--- src/iapr_pkg.sv ---
// Shared types, constants and helper functions for the intra average pixel reconstructor.
// No dependencies; every other file of the block but iapr_row_mem depends on this package.
package iapr_pkg;

    localparam int CFG_DATA_W        = 13;
    localparam int CFG_INDEX_W       = 1;
    localparam int RESIDUAL_W        = 9;
    localparam int PIXEL_W           = 8;
    localparam int ROW_W             = 12;
    localparam int HEIGHT_W          = ROW_W + 1;
    localparam int MAX_HEIGHT        = 4096;
    localparam int MAX_WIDTH_DEFAULT = 4096;
    localparam int WIDTH_RESET       = 640;
    localparam int HEIGHT_RESET      = 480;
    localparam int SUM_W             = 10;
    localparam int RECIP_SHIFT       = 11;
    localparam int RECIP             = 683;
    localparam int PROD_W            = SUM_W + RECIP_SHIFT;

    typedef enum logic [CFG_INDEX_W-1:0] {
        REG_FRAME_WIDTH  = 1'b0,
        REG_FRAME_HEIGHT = 1'b1
    } cfg_reg_t;

    typedef struct packed {
        logic first_row;
        logic first_col;
        logic last_col;
        logic last_row;
    } pos_t;

    function automatic logic [31:0] clamp_size(input logic [31:0] v, input logic [31:0] limit);
        logic [31:0] r;
        if (v == 32'd0)
        begin
            r = 32'd1;
        end
        else if (v > limit)
        begin
            r = limit;
        end
        else
        begin
            r = v;
        end
        return r;
    endfunction

    function automatic logic [PIXEL_W-1:0] div3(input logic [SUM_W-1:0] x);
        logic [PROD_W-1:0] prod;
        prod = PROD_W'(x) * PROD_W'(RECIP);
        return prod[RECIP_SHIFT +: PIXEL_W];
    endfunction

endpackage

--- src/iapr_position.sv ---
// Frame size registers and raster position counters.
// Depends on iapr_pkg for the size constants, the register codes and pos_t.
module iapr_position #(
    parameter int MAX_WIDTH = iapr_pkg::MAX_WIDTH_DEFAULT,
    parameter int COL_W     = $clog2(MAX_WIDTH)
) (
    input  logic                             clk,
    input  logic                             rst_n,
    input  logic                             cfg_write,
    input  logic [iapr_pkg::CFG_INDEX_W-1:0] cfg_index,
    input  logic [iapr_pkg::CFG_DATA_W-1:0]  cfg_data,
    input  logic                             advance,
    output logic [COL_W-1:0]                 col,
    output iapr_pkg::pos_t                   pos
);
    import iapr_pkg::*;

    localparam int WIDTH_W = COL_W + 1;

    logic [WIDTH_W-1:0]  width_reg;
    logic [HEIGHT_W-1:0] height_reg;
    logic [COL_W-1:0]    col_reg;
    logic [COL_W-1:0]    col_next;
    logic [ROW_W-1:0]    row_reg;
    logic [ROW_W-1:0]    row_next;

    always_ff @(posedge clk or negedge rst_n)
    begin
        if (!rst_n)
        begin
            width_reg  <= WIDTH_W'(clamp_size(32'(WIDTH_RESET), 32'(MAX_WIDTH)));
            height_reg <= HEIGHT_W'(clamp_size(32'(HEIGHT_RESET), 32'(MAX_HEIGHT)));
        end
        else if (cfg_write)
        begin
            unique case (cfg_reg_t'(cfg_index))
                REG_FRAME_WIDTH:
                begin
                    width_reg <= WIDTH_W'(clamp_size(32'(cfg_data), 32'(MAX_WIDTH)));
                end
                REG_FRAME_HEIGHT:
                begin
                    height_reg <= HEIGHT_W'(clamp_size(32'(cfg_data), 32'(MAX_HEIGHT)));
                end
                default:
                begin
                end
            endcase
        end
    end

    always_comb
    begin
        pos.first_row = (row_reg == '0);
        pos.first_col = (col_reg == '0);
        pos.last_col  = ((WIDTH_W'(col_reg) + WIDTH_W'(1)) >= width_reg);
        pos.last_row  = ((HEIGHT_W'(row_reg) + HEIGHT_W'(1)) >= height_reg);
        col_next      = col_reg;
        row_next      = row_reg;
        if (advance)
        begin
            if (pos.last_col)
            begin
                col_next = '0;
                row_next = pos.last_row ? '0 : row_reg + ROW_W'(1);
            end
            else
            begin
                col_next = col_reg + COL_W'(1);
            end
        end
    end

    always_ff @(posedge clk or negedge rst_n)
    begin
        if (!rst_n)
        begin
            col_reg <= '0;
            row_reg <= '0;
        end
        else
        begin
            col_reg <= col_next;
            row_reg <= row_next;
        end
    end

    assign col = col_reg;

endmodule

--- config.mk ---
export PLATFORM = sky130hd
export DESIGN_NAME = iapr_position
export DESIGN_NICKNAME = d
export VERILOG_FILES = /design/src/iapr_pkg.sv /design/src/iapr_position.sv
export SDC_FILE = /design/constraint.sdc
export NUM_CORES = 1
export LEC_CHECK = 0
export BUFFER_PORTS_ARGS = -buffer_cell sky130_fd_sc_hd__buf_2
export CAP_MARGIN = 20
export CORE_MARGIN = 1.5
export CORE_UTILIZATION = 40
export DETAILED_ROUTE_END_ITERATION = 8
export GPL_ROUTABILITY_DRIVEN = 1
export HOLD_SLACK_MARGIN = 0.15
export RECOVER_POWER = 50
export SLEW_MARGIN = 20
export SYNTH_ARGS = -nofsm -noshare
export SYNTH_HDL_FRONTEND = slang
export SYNTH_SLANG_ARGS = --single-unit
--- constraint.sdc ---
create_clock -name clk -period 3.57 [get_ports clk]
set_input_delay 0 -clock clk [delete_from_list [all_inputs] [get_ports clk]]
set_output_delay 0 -clock clk [all_outputs]
set_load 0.02 [all_outputs]
==> results of run 1 <==
-- per-stage QoR --
stage | hold WS, ps | util, % | instances | setup slack, ps
6_report | 430.8 | 47.66 | 504 | 386.9
5_1_grt | 521.1 | 47.66 | 504 | 5.376
4_1_cts | 360.1 | 47.74 | 504 | 364.3
3_5_place_dp | 157.6 | 44.64 | 481 | 399.3
3_3_place_gp | 155.1 | 44.64 | 481 | 483.0
2_1_floorplan | -295.6 | - | 359 | 568.6
-- logic make-up (layout without fill, tap and decap cells) --
group | Yosys count | after routing
simple gates | 126 | 126
compound gates | 78 | 78
buf+inv | 51 | 94
flops | 50 | 50
fa+ha+maj | 30 | 30
xor+xnor | 20 | 20
mux | 4 | 4
-- per-layer routing --
layer	track usage [%]	wire, um
met3	2.791	172
met5	0	0
met1	25.13	3530
met4	5.303	78
met2	29.93	3238
-- area by class of cell --
class | count | share of cell area (%)
multi-input combinational | 258 | 47.58
sequential | 50 | 34.00
timing repair buffer | 51 | 8.956
inverter | 35 | 3.548
tap | 102 | 3.447
clock buffer | 7 | 2.332
clock inverter | 1 | 0.1352
-- worst register-to-register path, delay by kind of cell, from the launching register on --
kind / cells / cell delay [ps]
AO/OA/AOI/OAI: 5 / 1210
XOR/XNOR: 1 / 220
adder cells (fa/ha/maj): 2 / 560
flip-flops: 1 / 440
AND/OR/NAND/NOR: 4 / 660
-- worst max-delay path by stage --
stage	startpoint	end	slack, ps	cells after the start
2_1_floorplan	col[2]	row_reg[5]	570	12
3_3_place_gp	col[2]	row_reg[7]	480	12
3_5_place_dp	col[0]	row_reg[5]	400	12
4_1_cts	col[0]	row_reg[5]	360	12
5_1_grt	col[0]	row_reg[7]	5	12
6_report	col[0]	row_reg[7]	390	12
-- cells in the final DEF, fill, tap and decap left out, drive strengths merged, types with 4 or more instances in the layout --
master and count:
nor2 15, inv 35, dfrtp 44, nand2 48, xor2 7, o31ai 4, o21ai 39, ha 30
dlygate4sd3 15, a21oi 11, a31oi 4, nand2b 15, clkbuf 10, xnor2 13, nor2b 7, dfstp 6
buf 33, a22o 10, nand3 15, and3 8, nor4 6
-- report_power, final --
part / switching, W / leakage [nW] / total [W] / internal (W)
sequential: 0.0000986 / 0.645 / 0.000751 / 0.000652
clock: 0.000194 / 0.0482 / 0.000351 / 0.000157
combinational: 0.000441 / 1.09 / 0.000751 / 0.000311
-- repair_timing --
item                                    4_1_cts  5_1_grt
hold buffers                                 15        0
hold endpoints to repair                     73        0
endpoints found under the setup margin        0        0
==> results.ini, run 1 <==
[synth]
synth.yosys.warnings=0
mappedNetlistArea_sq_mm=0.003223
syn_inst=359
synth_adder_area_share_pct=11.65
yosys_register_bits=50
synth_compound_area_share_pct=16.23
synth_nets=407
async_flop_share_pct=100.0
syn_avg_cell_area_sq_um=8.978
synth_top_family_by_area=simple AND/OR/NAND/NOR gates
synthTopCellsByArea=dfrtp_1, ha_1, o21ai_0
synth.area.mux_share_pct=1.359
synth_top_area_share_pct=34.16
synth.most_common_cell=nand2_1
synthXorXnorAreaFrac_pct=5.435
synth_simple_gate_area_share_pct=19.99
yosys.area.top_type=dfrtp_1
synth_edf_count=0
synth-main-ff-cell=dfrtp_1
synth_cell_types=46
ys_seq_area_share_pct=39.05
synth_commonest_cells=nand2_1, dfrtp_1, o21ai_0, inv_1, ha_1

[cells_and_area]
final_nets=449
n_antenna_cell=0
fin_area_sq_mm=0.003702
seq_area_sq_mm=0.001259
syn2layout_area_growth_pct=14.87
drive_gt1_share_pct=16.17
fillers=765
multi_input_area_sq_mm=0.001762

[placement]
place_congestion=0.8715
port_buffers=33
dp_hpwl_mm=5.146
dpl-instance-area_sq_mm=0.003467

[timing]
relSlewSlack_pct=-79.03
setup_viol=0
finalMaxSlewViolations=51
min_period_over_period_pct=89.16
tightest_slew_ps=2685
finalHoldViolCount=0
max_clock_freq_ghz=0.3142
post-route-min-period_ps=3183
setup_tns_ps=0
rsz0062_at_grt=no
finClkSkew_ps=10.42

[status]
violations=max-capacitance violations, max-slew violations
status=complete, but fails checks

[clock_tree]
cts-resized-gates=0
insertion_delay_ps=310
cts_tree=built
ctsHtreeMaxLevel=2
cts_root_buf=clkbuf_8
numCtsBuffers=5
cts.sinks=50
clockBufferDepth=2
cts_setup_buffers=0
cts.clk_slew.worst_paths_ps=90

[setup_path]
crit_buf_inv=0
cp-start-kind=register
path_class=reg2reg
r2r-start=col[0]
rrSetupSlack_ps=390
path_cells=ha_1 > and3_1 > nand2_1 > nor2_1 > xor2_1 > ha_1 > a21oi_1 > o21ai_0 > a22o_1 > a31oi_4 > nor2_2 > a221o_1
cpMaxStageDelayCell=dfrtp_1
r2r.worst_path.cells=12
endpoint_kind=register
critical_path_required_ps=3770
critical_path.max_fanout=10
critPathMostFrequentCell=ha_1
slowest_delay_ps=440
cp_top_family=compound AO/OA/AOI/OAI gates
timing.rr.end=row_reg[7]
arrival_ps=3380

[job]
cap_violations=1

[die]
die-area_sq_mm=0.008605
die_h_um=92.77
rows=32
initial_core_util_pct=41.49
core-area_sq_mm=0.007767
die_w_um=92.77
ios=34

[grt]
grt_max_degree=51
grt_pass1_wl_mm=12.43
antenna_found_initial=0
overflow=0
grt_pass1_vias=2635
grtUsageTotal_pct=18.35

[routing]
drt_iter0_drc=117
routed-via-count=2542
drt-pass1-iter-count=4
route.detailed.drc=0
via_per_inst=5.044
wl_per_cell_um=13.93
ant_nets=0
routed_wl_mm=7.020

[hold_path]
min_delay_worst_endpoint=height_reg[5]
hold_depth=4
holdCritStartpoint=cfg_index
worstHoldPathType=in2reg

[power]
power_density_mw_per_mm2=500.7
p_leak_nw=1.788
total_power_w=0.001854
ir_drop_uv=288.0

Power figures use the tool's default switching activity.
==> run 2, diff against run 1 <==
--- a/config.mk
+++ b/config.mk
@@ -9,9 +9,10 @@
 export CAP_MARGIN = 20
 export CORE_MARGIN = 1.5
 export CORE_UTILIZATION = 40
+export CTS_BUF_LIST = sky130_fd_sc_hd__clkbuf_4
 export DETAILED_ROUTE_END_ITERATION = 8
 export GPL_ROUTABILITY_DRIVEN = 1
-export HOLD_SLACK_MARGIN = 0.15
+export HOLD_SLACK_MARGIN = 0.05
 export RECOVER_POWER = 50
 export SLEW_MARGIN = 20
 export SYNTH_ARGS = -nofsm -noshare
==> run 2 against run 1 <==
Effect of this change: worst setup slack gained 17 ps; largest power group is now combinational logic; highest routed layer unchanged; the flow still finishes with violations (max-capacitance violations, max-slew violations); critical endpoint is now pos[0]; total power is 3.0% lower; final area rose by 0.17%; clock-buffer cell count shrank 1; clock skew grew 9.4 ps; die area unchanged; combinational power increased by 4.1%; routed wire length hardly changed; sequential power is essentially flat; maximum frequency increased by 0.53%.
==> results.ini, run 2 (synthesis gave the netlist of run 1 again) <==
[setup_path]
endpoint_kind=output port
critical_path.max_fanout=7
cpMaxStageDelayCell=dfrtp_1
path_cells=and3_1 > nand3_2 > or2_1 > nor2_4 > xnor2_1 > inv_1 > ha_1 > nand2_1 > nor2_1 > nand2_1 > o21ai_2 > buf_4 > buf_2
slowest_delay_ps=500
arrival_ps=3170
cp_top_family=simple AND/OR/NAND/NOR gates
critical_path_required_ps=3570
crit_buf_inv=3
path_class=reg2out
critPathMostFrequentCell=nand2_1
r2r-start=col[0]
cp-start-kind=register
cp-startpoint=row_reg[2]

[routing]
via_per_inst=5.018
drt-pass1-iter-count=4
wl_per_cell_um=13.76
route.detailed.drc=0
routed-via-count=2559
ant_nets=0
routed_wl_mm=7.016
drt_iter0_drc=82

[die]
die_w_um=92.77
die_h_um=92.77
rows=32
initial_core_util_pct=41.49
ios=34
core-area_sq_mm=0.007767
die-area_sq_mm=0.008605

[placement]
dpl-instance-area_sq_mm=0.003467
dp_hpwl_mm=5.146
dp_slack_ps=399.3
place_congestion=0.8715
port_buffers=33

[grt]
antenna_found_initial=0
grt_pass1_vias=2584
grtUsageTotal_pct=17.95
grt_max_degree=51
grt_pass1_wl_mm=12.28
overflow=0

[power]
seqPwrFrac_pct=41.7
switching_power_w=0.0007281
pwr-share-comb_pct=43.5
switching_share_pct=40.49
internal_power_w=0.001070
ir_drop_uv=271.7
power_density_mw_per_mm2=484.9
p_leak_nw=1.802
p_clk_share_pct=14.8

[timing]
tightest_slew_ps=2686
setup_viol=0
whs_ps=77.56
rsz0062_at_grt=no
finClkSkew_ps=19.80
finalHoldViolCount=0
relSlewSlack_pct=-79.06
setup_ws_ps=403.7
max_clock_freq_ghz=0.3158
post-route-min-period_ps=3166
min_period_over_period_pct=88.69
finalMaxSlewViolations=51
setup_tns_ps=0

[clock_tree]
cts.sinks=50
cts.clk_slew.worst_paths_ps=150
numCtsBuffers=5
clockBufferDepth=2
ctsHtreeMaxLevel=2
cts_root_buf=clkbuf_4
cts_tree=built
insertion_delay_ps=370
cts-resized-gates=0

[cells_and_area]
fillers=776
syn2layout_area_growth_pct=15.06
final_cell_mix=nand2_1, dfrtp_1, o21ai_0, inv_1, buf_2
layout_commonest_cell=nand2_1
fin_area_sq_mm=0.003709
fin_util_pct=47.74
final_nets=455
drive_gt1_share_pct=17.65
n_antenna_cell=0

[hold_path]
holdCritStartpoint=advance
worstHoldPathType=in2reg

[status]
violations=max-capacitance violations, max-slew violations
status=complete, but fails checks

[job]
cap_violations=1

run 2: layout make-up:
cell class	instances	area, sq um	share of cell area (%)
repair buffers	57	375.4	10.12
inverters	35	131.4	3.543
flip-flops and latches	50	1259	33.94
well taps	102	127.6	3.441
multi-input cells	258	1762	47.50
clock buffers	6	45.04	1.215
clock inverters	2	8.758	0.2362
run 2: worst paths after layout:
check / to / slack (ps) / depth (start not counted)
max: pos[0] / 400 / 13
min reg2reg: width_reg[9] / 490 / 2
max reg2reg: row_reg[7] / 470 / 12
min in group asynchronous: row_reg[2] / 1090 / 3
min: col[0] / 80 / 3
max in group asynchronous: height_reg[3] / 960 / 3
run 2: what timing repair did:
action                                 in CTS  in global routing
setup endpoints to repair                   0                  3
buffers inserted                            0                  7
hold buffers                               14                  0
endpoints found under the hold margin      70                  0
run 2: stage by stage:
stage | power (W) | std cells
2_1_floorplan | 0.001279 | 359
3_3_place_gp | 0.001481 | 481
3_5_place_dp | 0.001508 | 481
4_1_cts | 0.001789 | 503
5_1_grt | 0.001969 | 510
6_report | 0.001798 | 510
run 2: power groups by stage:
| stage | combinational [W] | clock [W] | sequential, W |
|---|---|---|---|
| after detailed placement | 0.000747 | 0 | 0.000761 |
| after global routing | 0.000899 | 0.000302 | 0.000767 |
| after CTS | 0.000761 | 0.000279 | 0.000750 |
| final | 0.000782 | 0.000266 | 0.000750 |
| after floorplan | 0.000507 | 0 | 0.000771 |
| after global placement | 0.000727 | 0 | 0.000754 |
run 2: routing by layer:
layer	global-route usage [%]	wire, um	up-vias
met4	4.167	72	0
li1	-	-	1321
met2	29.56	3232	44
met5	0	0	-
met1	25.03	3519	1187
met3	2.299	192	7
run 2: worst register-to-register path: stages (launching register included):
cell and delay [ps]:
dfrtp_1 460, ha_1 270, and3_1 280, nand2_1 100
nor2_1 140, xor2_1 220, ha_1 290, a21oi_1 130
o21ai_0 180, a22o_1 300, a31oi_4 220, nor2_2 120
a221o_1 310
