--- src/iapr_pkg.sv ---
// Shared types, constants and helper functions for the intra average pixel reconstructor.
// No dependencies; every other file of the block but iapr_row_mem depends on this package.
package iapr_pkg;

    localparam int CFG_DATA_W        = 13;
    localparam int CFG_INDEX_W       = 1;
    localparam int RESIDUAL_W        = 9;
    localparam int PIXEL_W           = 8;
    localparam int ROW_W             = 12;
    localparam int HEIGHT_W          = ROW_W + 1;
    localparam int MAX_HEIGHT        = 4096;
    localparam int MAX_WIDTH_DEFAULT = 4096;
    localparam int WIDTH_RESET       = 640;
    localparam int HEIGHT_RESET      = 480;
    localparam int SUM_W             = 10;
    localparam int RECIP_SHIFT       = 11;
    localparam int RECIP             = 683;
    localparam int PROD_W            = SUM_W + RECIP_SHIFT;

    typedef enum logic [CFG_INDEX_W-1:0] {
        REG_FRAME_WIDTH  = 1'b0,
        REG_FRAME_HEIGHT = 1'b1
    } cfg_reg_t;

    typedef struct packed {
        logic first_row;
        logic first_col;
        logic last_col;
        logic last_row;
    } pos_t;

    function automatic logic [31:0] clamp_size(input logic [31:0] v, input logic [31:0] limit);
        logic [31:0] r;
        if (v == 32'd0)
        begin
            r = 32'd1;
        end
        else if (v > limit)
        begin
            r = limit;
        end
        else
        begin
            r = v;
        end
        return r;
    endfunction

    function automatic logic [PIXEL_W-1:0] div3(input logic [SUM_W-1:0] x);
        logic [PROD_W-1:0] prod;
        prod = PROD_W'(x) * PROD_W'(RECIP);
        return prod[RECIP_SHIFT +: PIXEL_W];
    endfunction

endpackage

--- src/iapr_predict.sv ---
// Request handshake, predictor and result register of the reconstructor.
// Depends on iapr_pkg for pos_t, widths and the divide-by-3 function.
module iapr_predict #(
    parameter int MAX_WIDTH = iapr_pkg::MAX_WIDTH_DEFAULT,
    parameter int COL_W     = $clog2(MAX_WIDTH)
) (
    input  logic                                   clk,
    input  logic                                   rst_n,
    input  logic                                   in_valid,
    output logic                                   in_stall,
    input  logic signed [iapr_pkg::RESIDUAL_W-1:0] residual,
    input  logic [COL_W-1:0]                       col,
    input  iapr_pkg::pos_t                         pos,
    output logic                                   accept,
    output logic                                   mem_we,
    output logic [COL_W-1:0]                       mem_waddr,
    output logic [iapr_pkg::PIXEL_W-1:0]           mem_wdata,
    input  logic [iapr_pkg::PIXEL_W-1:0]           mem_rdata,
    output logic                                   out_valid,
    input  logic                                   out_stall,
    output logic [iapr_pkg::PIXEL_W-1:0]           pixel,
    output logic                                   frame_end
);
    import iapr_pkg::*;

    logic                  s1_valid_reg;
    logic [PIXEL_W-1:0]    res_reg;
    pos_t                  pos_reg;
    logic [COL_W-1:0]      col_s1_reg;
    logic                  byp_valid_reg;
    logic [PIXEL_W-1:0]    byp_data_reg;
    logic [PIXEL_W-1:0]    left_reg;
    logic [PIXEL_W-1:0]    ul_reg;
    logic                  out_valid_reg;
    logic [PIXEL_W-1:0]    pixel_reg;
    logic                  frame_end_reg;
    logic                  fire;
    logic [PIXEL_W-1:0]    upper;
    logic [SUM_W-1:0]      operand;
    logic [PIXEL_W-1:0]    pred;
    logic [PIXEL_W-1:0]    pix;

    assign fire     = s1_valid_reg && (!out_valid_reg || !out_stall);
    assign in_stall = s1_valid_reg && !fire;
    assign accept   = in_valid && !in_stall;

    always_comb
    begin
        upper = byp_valid_reg ? byp_data_reg : mem_rdata;
        if (pos_reg.first_row && pos_reg.first_col)
        begin
            operand = '0;
        end
        else if (pos_reg.first_row)
        begin
            operand = SUM_W'(left_reg);
        end
        else if (pos_reg.first_col)
        begin
            operand = SUM_W'(upper);
        end
        else
        begin
            operand = SUM_W'(ul_reg) + SUM_W'(upper) + SUM_W'(left_reg);
        end
        pred = div3(operand);
        pix  = res_reg + pred;
    end

    assign mem_we    = fire;
    assign mem_waddr = col_s1_reg;
    assign mem_wdata = pix;

    always_ff @(posedge clk or negedge rst_n)
    begin
        if (!rst_n)
        begin
            s1_valid_reg  <= 1'b0;
            out_valid_reg <= 1'b0;
            left_reg      <= '0;
            ul_reg        <= '0;
        end
        else
        begin
            if (accept)
            begin
                s1_valid_reg <= 1'b1;
            end
            else if (fire)
            begin
                s1_valid_reg <= 1'b0;
            end
            if (fire)
            begin
                out_valid_reg <= 1'b1;
                left_reg      <= pix;
                ul_reg        <= upper;
            end
            else if (!out_stall)
            begin
                out_valid_reg <= 1'b0;
            end
        end
    end

    always_ff @(posedge clk)
    begin
        if (accept)
        begin
            res_reg       <= residual[PIXEL_W-1:0];
            pos_reg       <= pos;
            col_s1_reg    <= col;
            byp_valid_reg <= fire && (col == col_s1_reg);
            byp_data_reg  <= pix;
        end
        if (fire)
        begin
            pixel_reg     <= pix;
            frame_end_reg <= pos_reg.last_col && pos_reg.last_row;
        end
    end

    assign out_valid = out_valid_reg;
    assign pixel     = pixel_reg;
    assign frame_end = frame_end_reg;

endmodule

--- config.mk ---
export PLATFORM = sky130hd
export DESIGN_NAME = iapr_predict
export DESIGN_NICKNAME = d
export VERILOG_FILES = /design/src/iapr_pkg.sv /design/src/iapr_predict.sv
export SDC_FILE = /design/constraint.sdc
export NUM_CORES = 1
export LEC_CHECK = 0
export BUFFER_PORTS_ARGS = -buffer_cell sky130_fd_sc_hd__buf_2
export CAP_MARGIN = 20
export CORE_ASPECT_RATIO = 1.5
export CORE_UTILIZATION = 25
export CTS_CLUSTER_DIAMETER = 200
export CTS_CLUSTER_SIZE = 28
export DETAILED_ROUTE_END_ITERATION = 16
export PLACE_DENSITY_LB_ADDON = 0.08
export SYNTH_ARGS = -nofsm -noshare
export SYNTH_HDL_FRONTEND = slang
export SYNTH_SLANG_ARGS = --single-unit
export TNS_END_PERCENT = 10
--- constraint.sdc ---
create_clock -name clk -period 25 [get_ports clk]
set_input_delay 3.75 -clock clk [delete_from_list [all_inputs] [get_ports clk]]
set_output_delay 3.75 -clock clk [all_outputs]
set_load 0.05 [all_outputs]
==> run metrics, run 1 <==
CTS tree=built; core footprint=18500 sq um; antenna cells=0; Final Hold Fails=0; Top FF cell, synth=edfxtp_1; Fin Setup TNS=0 ns; sequential element share of the synthesized area=36.2%; Setup Fix Bufs, Post-CTS=0; crit path kind=in -> out; fin. max-slew vios=0; Worst-Margin Slew=0.893 ns; post-detailed-route count of antenna-violating nets=0; CTS clock-pin slew for the worst setup and hold paths=0.06 ns; Adder-Cell Fraction of Synth Area=31.2%; max incr delay on CP=0.53 ns; Fillers=1940; DRT Pass-1 Iters=4; IO Pins=70; Initial Utilization=25.5%; outcome=complete, no violations; initial antenna violation count=0; Data required, critical path=21.25 ns; Longest Clk Path Bufs=2; shortest period the worst path allows=16.05 ns; Ys Warns=0; cell with the most instances on the worst path=inv_1; Initial DRC Count=74; Crit-path slowest cell=fa_1; worst clock skew=0.00646 ns; WP data arrival=12.30 ns; Syn Area/Cell=11.6 sq um; worst hold slack=0.481 ns; Simple-Gate Fraction of Synth Area=8.04%; first-pass GRT wire length=18.1 mm; worst min-delay path class=reg -> reg; final setup fails=0; chip height=170 um; total clock buffers created by CTS=9; largest net degree at the start of global routing=35; PortBufs=68; DRC viols=0; delay-heaviest family, CP=adder cells; CTS Root Cell=clkbuf_16; post-synthesis cell type count=51; crit path max fanout=7; via count=3169; Max Clk Rate=0.0623 GHz; fin crit share=64.2%; global route total overflow=0; number of flops mapped to enable cells by yosys=42; Synth Net Count=546; FFs w/ async S/R, synth=30.0%; RSZ-0062 raised after global routing=no; H-tree Lvls=3; Synth Area in XOR/XNOR=6.11%; total track usage=12.5%; Synth Register Bits=60; gpl congestion=0.739; largest family of logic cells by synthesized area=adder cells; Sink Count=60; Mapped Area=4730 sq um; Multi-input gate area=2780 sq um; Clk Latency, worst-skew pair=0.32 ns; Max-slew headroom=40.5%; vias in the first global route=3433; Area Growth Syn to Fin=19.3%; DP HPWL=9.48 mm; Vias/cell=4.29; Detailed Route WL=11.3 mm; Rows=61; cell count after synthesis=409; Final Core Density=30.4%; register area=1710 sq um; Max Cap Violations=0; mux share of post-synthesis cell area=3.81%; WL/cell=15.3 um; post-CTS sizing=0; Die Wd=114 um; compound-cell area share of the yosys netlist=9.50%; die area=19500 sq um; fraction of layout cells with a size suffix above 1=20.2%; Final nets=618; max reg flops=12; CP Buf/Inv Count=8; crit start category=input port; hold buffers post-CTS=0; Worst Setup End Kind=output port
worst min-delay path, delay by kind of cell (launching register included):
| kind | cells | cell delay [ns] |
|---|---|---|
| AOI/OAI and AO/OA | 1 | 0.06 |
| and+or+nand+nor | 1 | 0.04 |
| DFF | 1 | 0.34 |
cell families (layout without fill, tap and decap cells):
kind of cell,count (synthesis),in the layout
and+or+nand+nor,76,76
DFF,60,60
buffers and inverters,61,138
xor gates and xnor gates,33,33
AOI/OAI and AO/OA,63,63
adders and majority gates,100,100
muxes,16,16
path summary, 6_finish.rpt:
| check | slack (ns) | depth (start not counted) | startpoint | endpoint |
|---|---|---|---|---|
| setup / recovery | 8.95 | 36 | mem_rdata[2] | mem_wdata[7] |
| hold / removal | 0.48 | 2 | ul_reg[1] | ul_reg[1] |
| setup reg to reg | 15.81 | 35 | byp_valid_reg | left_reg[7] |
| hold reg to reg | 0.48 | 2 | ul_reg[1] | ul_reg[1] |
| max in group asynchronous | 21.32 | 1 | rst_n | left_reg[7] |
| min in group asynchronous | 3.36 | 1 | rst_n | ul_reg[1] |
synthesized netlist by cell type (4+ instances only):
library cell | instances | area (sq um)
ha_1 | 70 | 876
inv_1 | 54 | 203
edfxtp_1 | 42 | 1260
fa_1 | 30 | 601
nand2_1 | 24 | 90.1
xnor2_1 | 23 | 201
dfrtp_1 | 18 | 450
nor2_1 | 18 | 67.6
o21ai_0 | 18 | 90.1
a21oi_1 | 13 | 65.1
mux2i_1 | 11 | 110
xor2_1 | 10 | 87.6
nor3_1 | 6 | 30.0
a21o_1 | 5 | 37.5
o22ai_1 | 5 | 31.3
clkbuf_1 | 4 | 15.0
nand2b_1 | 4 | 25.0
nand3_1 | 4 | 20.0
per-stage QoR:
| stage | area (sq um) | std cells | setup slack (ns) |
|---|---|---|---|
| after CTS | 5640 | 738 | 8.76 |
| after global placement | 5350 | 722 | 8.70 |
| final | 5640 | 738 | 8.95 |
| after floorplan | 4730 | 409 | 9.76 |
| after detailed placement | 5350 | 722 | 8.79 |
| after global routing | 5640 | 738 | 8.21 |
layout make-up:
class                      instances  area share (%)
clock buffer                      10            4.06
clock inverter                     6            1.13
inverter                          54            3.59
multi-input combinational        288            49.2
sequential                        60            30.4
tap                              252            5.59
timing repair buffer              68            6.04
metal layers:
metal | GRT usage, % | vias to the layer above | wire [um] | share of wire, %
met1 | 13.5 | 1514 | 4460 | 40
met3 | 1.71 | 19 | 322 | 2.9
met4 | 6.27 | 0 | 376 | 3.3
met5 | 0 | - | 0 | 0
li1 | - | 1568 | - | -
met2 | 23.3 | 68 | 6120 | 54
cell usage in the layout (no fill, tap or decap), types with 3 or more instances in the layout:
cell type,synthesis,layout
nor3_1,6,6
edfxtp_1,42,42
inv_1,54,54
o21ai_0,18,18
a21oi_1,13,13
clkbuf_16,0,9
xor2_1,10,10
nand2b_1,4,4
nand3_1,4,4
mux2i_1,11,11
nor2_1,18,18
ha_1,70,70
nand2_1,24,24
o21bai_1,3,3
xnor2_1,23,23
a21o_1,5,5
dfrtp_1,18,18
nor2b_1,3,3
mux2_2,3,3
buf_2,1,68
o22ai_1,5,5
fa_1,30,30
Power of run 1 is not shown: default switching activity piles up to over one toggle a cycle in this logic, so the estimate is an artifact.
==> inputs of run 2 (changes only) <==
==> constraint.sdc (replaced) <==
create_clock -name clk -period 15 [get_ports clk]
set_input_delay 2.25 -clock clk [delete_from_list [all_inputs] [get_ports clk]]
set_output_delay 2.25 -clock clk [all_outputs]
set_load 0.05 [all_outputs]
==> run 2 against run 1 <==
Clock-buffer cell count unchanged. Highest routed layer unchanged. Routed wire length decreased by 0.98%. Critical path depth decreased by 2. Sequential share of layout area decreased by 0.26 points. Largest cell class unchanged. Utilization increased by 0.26 points. Critical path type unchanged. Clock skew about the same. Register-to-register slack got worse by 10 ns.
==> run metrics, run 2 (synthesis results as in run 1) <==
fin. max-slew vios=0; WP data arrival=10.78 ns; Fillers=1905; Clk Latency, worst-skew pair=0.33 ns; Initial Utilization=25.5%; vias in the first global route=3434; gpl congestion=0.749; Rows=61; post-CTS sizing=0; outcome=complete, no violations; H-tree Lvls=3; Worst-Margin Slew=0.880 ns; max reg flops=12; crit path max fanout=4; post-detailed-route count of antenna-violating nets=0; core footprint=18500 sq um; Die Wd=114 um; most common cell after layout, fill and taps aside=ha_1; first-pass GRT wire length=18.0 mm; Max Clk Rate=0.0767 GHz; chip height=170 um; crit path kind=in -> out; DRT Pass-1 Iters=4; most frequent cells in the layout=ha_1 (70), buf_2 (68), inv_1 (54), edfxtp_1 (42), fa_1 (30); DP HPWL=9.44 mm; die area=19500 sq um; Detailed Route WL=11.2 mm; Vias/cell=4.27; total track usage=12.5%; fin crit share=86.9%; antenna cells=0; total clock buffers created by CTS=9; Sink Count=60; worst hold slack=0.489 ns; Final nets=618; delay-heaviest family, CP=adder cells; cell with the most instances on the worst path=ha_1; IO Pins=70; RSZ-0062 raised after global routing=no; crit start category=input port; WL/cell=15.1 um; global route total overflow=0; Multi-input gate area=2780 sq um; register area=1710 sq um; CTS Root Cell=clkbuf_16; Data required, critical path=12.75 ns; Area Growth Syn to Fin=20.3%; Max Cap Violations=0; Longest Clk Path Bufs=2; fraction of layout cells with a size suffix above 1=20.2%; Worst Setup End Kind=output port; CP Buf/Inv Count=5; hold buffers post-CTS=0; CTS tree=built; final setup fails=0; largest net degree at the start of global routing=35; worst min-delay path class=reg -> reg; Max-slew headroom=41.3%; Setup Fix Bufs, Post-CTS=0; initial antenna violation count=0; Final Hold Fails=0; PortBufs=68; Crit-path slowest cell=o22ai_1; worst clock skew=0.00661 ns; max incr delay on CP=0.56 ns; via count=3152; DRC viols=0; Initial DRC Count=82; shortest period the worst path allows=13.03 ns; Fin Setup TNS=0 ns; CTS clock-pin slew for the worst setup and hold paths=0.05 ns
==> run 2: worst min-delay path, delay by kind of cell (launching register included) <==
| family | cells | cell delay (ns) |
|---|---|---|
| simple gates | 1 | 0.04 |
| flops | 1 | 0.34 |
| compound gates | 1 | 0.07 |
==> run 2: area by class of cell <==
class	count	share of cell area, %
clock inverter	6	1.98
sequential	60	30.1
inverter	54	3.56
clock buffer	10	4.03
timing repair buffer	68	5.98
tap	252	5.54
multi-input combinational	288	48.8
==> run 2: layer usage <==
layer / wire length [um] / global-route usage, % / vias up
li1: - / - / 1567
met1: 4360 / 13.3 / 1507
met2: 6300 / 24.1 / 67
met3: 316 / 2.10 / 11
met4: 187 / 4.69 / 0
met5: 0 / 0 / -
==> run 2: worst paths after layout <==
kind / start / to / slack (ns) / cells after the start
min in group asynchronous: rst_n / ul_reg[1] / 1.86 / 1
max in group asynchronous: rst_n / left_reg[6] / 12.82 / 1
max reg2reg: byp_valid_reg / left_reg[7] / 5.84 / 33
max: mem_rdata[2] / mem_wdata[7] / 1.97 / 34
min reg2reg: ul_reg[7] / ul_reg[7] / 0.49 / 2
min: ul_reg[7] / ul_reg[7] / 0.49 / 2
==> run 2: metrics by stage <==
step / std cells / util (%) / worst slack, ns / area, sq um
floorplan: 409 / - / 2.76 / 4730
global placement: 722 / 28.8 / 1.73 / 5350
detailed placement: 722 / 28.8 / 1.84 / 5350
CTS: 738 / 30.7 / 1.81 / 5690
global route: 738 / 30.7 / 1.17 / 5690
finish: 738 / 30.7 / 1.97 / 5690
Power of run 2 is left out for the same reason.
==> inputs of run 3 (changes only) <==
--- a/config.mk
+++ b/config.mk
@@ -13,6 +13,7 @@
 export CTS_CLUSTER_SIZE = 28
 export DETAILED_ROUTE_END_ITERATION = 16
 export PLACE_DENSITY_LB_ADDON = 0.08
+export REMOVE_ABC_BUFFERS = 1
 export SYNTH_ARGS = -nofsm -noshare
 export SYNTH_HDL_FRONTEND = slang
 export SYNTH_SLANG_ARGS = --single-unit
==> run 3 against run 2 <==
Clock-buffer cell count increased by 1. Flip-flop and latch count did not move. Global-route usage is essentially flat. Setup slack got worse by 0.020 ns. Non-clock buffer count is 1 higher. Critical path depth stayed put. Hold slack lost 0.011 ns. Die area stayed put. Critical endpoint unchanged.
==> run metrics, run 3 (synthesis results as in run 1) <==
post-detailed-route count of antenna-violating nets=0; Worst Setup End Kind=output port; crit path kind=in -> out; Initial Utilization=25.5%; Most Crowded Layer GR=met2; CTS tree=built; CP Buf/Inv Count=5; Worst-Margin Slew=0.867 ns; most frequent cells in the layout=ha_1 (70), buf_2 (68), inv_1 (54), edfxtp_1 (42), fa_1 (30); delay-heaviest family, CP=adder cells; post-route cell area=5640 sq um; Fillers=1924; antenna cells=0; fin. max-slew vios=0; post-CTS sizing=0; Setup WS post-layout=1.95 ns; vias in the first global route=3361; WL/cell=15.2 um; Max Cap Violations=0; reg-to-reg endpoint=byp_data_reg[7]; outcome=complete, no violations; crit path max fanout=4; Rows=61; chip height=170 um; Final nets=619; Data required, critical path=12.75 ns; CP endpoint=mem_wdata[7]; most common cell after layout, fill and taps aside=ha_1; worst clock skew=0.00825 ns; Final Hold Fails=0; worst min-delay path class=reg -> reg; total clock buffers created by CTS=9; Clk Latency, worst-skew pair=0.32 ns; Area Growth Syn to Fin=19.3%; Detailed Route WL=11.2 mm; initial antenna violation count=0; FF-to-FF Start=byp_valid_reg; Vias/cell=4.25; IO Pins=70; Setup Fix Bufs, Post-CTS=0; crit start category=input port; reg2reg setup slack=5.79 ns; Initial DRC Count=63; PortBufs=68; final setup fails=0; grt met3 use=1.53%; min-delay src=ul_reg[1]; first-pass GRT wire length=18.0 mm; Fin Setup TNS=0 ns; DRC viols=0; Die Wd=114 um; met2 usage=23.8%; Sink Count=60; CTS Root Cell=clkbuf_16; max reg flops=12; via count=3139; H-tree Lvls=3; RSZ-0062 raised after global routing=no; Max-slew headroom=42.2%; Crit-path slowest cell=o22ai_1; max incr delay on CP=0.55 ns; largest net degree at the start of global routing=35; Crit path depth=34; total track usage=12.5%; global route total overflow=0; cell with the most instances on the worst path=ha_1; Longest Clk Path Bufs=2; hold buffers post-CTS=0; die area=19500 sq um; fraction of layout cells with a size suffix above 1=19.9%; post-place setup slack=1.77 ns; gpl congestion=0.735; Worst Setup SP=mem_rdata[2]; DRT Pass-1 Iters=4; shortest period the worst path allows=13.05 ns; Placed Instance Area=5350 sq um; fin crit share=87.0%; CTS clock-pin slew for the worst setup and hold paths=0.05 ns; core footprint=18500 sq um; met1 GRT Util=14.0%; Max Clk Rate=0.0766 GHz; WP data arrival=10.80 ns; DP HPWL=9.45 mm; Worst Reg2Reg Path Length in Cells=32
[run 3: cell count changes in the layout (fill, tap and decap cells not counted), sizes merged]
cell and change:
bufinv -2, clkinvlp +2, buf +1, clkbuf +1, clkinv -1
[run 3: stage by stage]
stage	util (%)	hold WS, ns	std cells
final	30.4	0.478	739
after global routing	30.4	0.524	739
after CTS	30.4	0.484	739
after detailed placement	28.9	0.474	723
after global placement	28.9	0.464	723
after floorplan	-	0.450	402
[run 3: worst min-delay path by stage]
stage	to	slack [ns]	depth (start not counted)
2_1_floorplan	ul_reg[1]	0.45	2
3_3_place_gp	ul_reg[1]	0.46	2
3_5_place_dp	ul_reg[7]	0.47	2
4_1_cts	ul_reg[7]	0.48	2
5_1_grt	ul_reg[1]	0.52	2
6_report	ul_reg[1]	0.48	2
[run 3: layout make-up]
cell class / instances / area (sq um) / share of cell area [%]
Multi-Input combinational cell: 288 / 2780 / 49.2
Inverter: 54 / 203 / 3.59
Sequential cell: 60 / 1710 / 30.3
Tap cell: 252 / 315 / 5.59
Clock buffer: 11 / 233 / 4.13
Timing Repair Buffer: 69 / 348 / 6.17
Clock inverter: 5 / 53.8 / 0.954
[run 3: worst min-delay path, stage by stage (launching register included)]
cell,delay [ns]
dfrtp_1,0.34
nand2_1,0.04
o21ai_0,0.06
[run 3: metal layers]
layer	share of wire, %	vias up	wire, um
li1	-	1571	-
met3	1.9	7	208
met5	0	-	0
met2	56	51	6300
met4	1.2	0	140
met1	41	1510	4590
Power of run 3 is left out for the same reason.
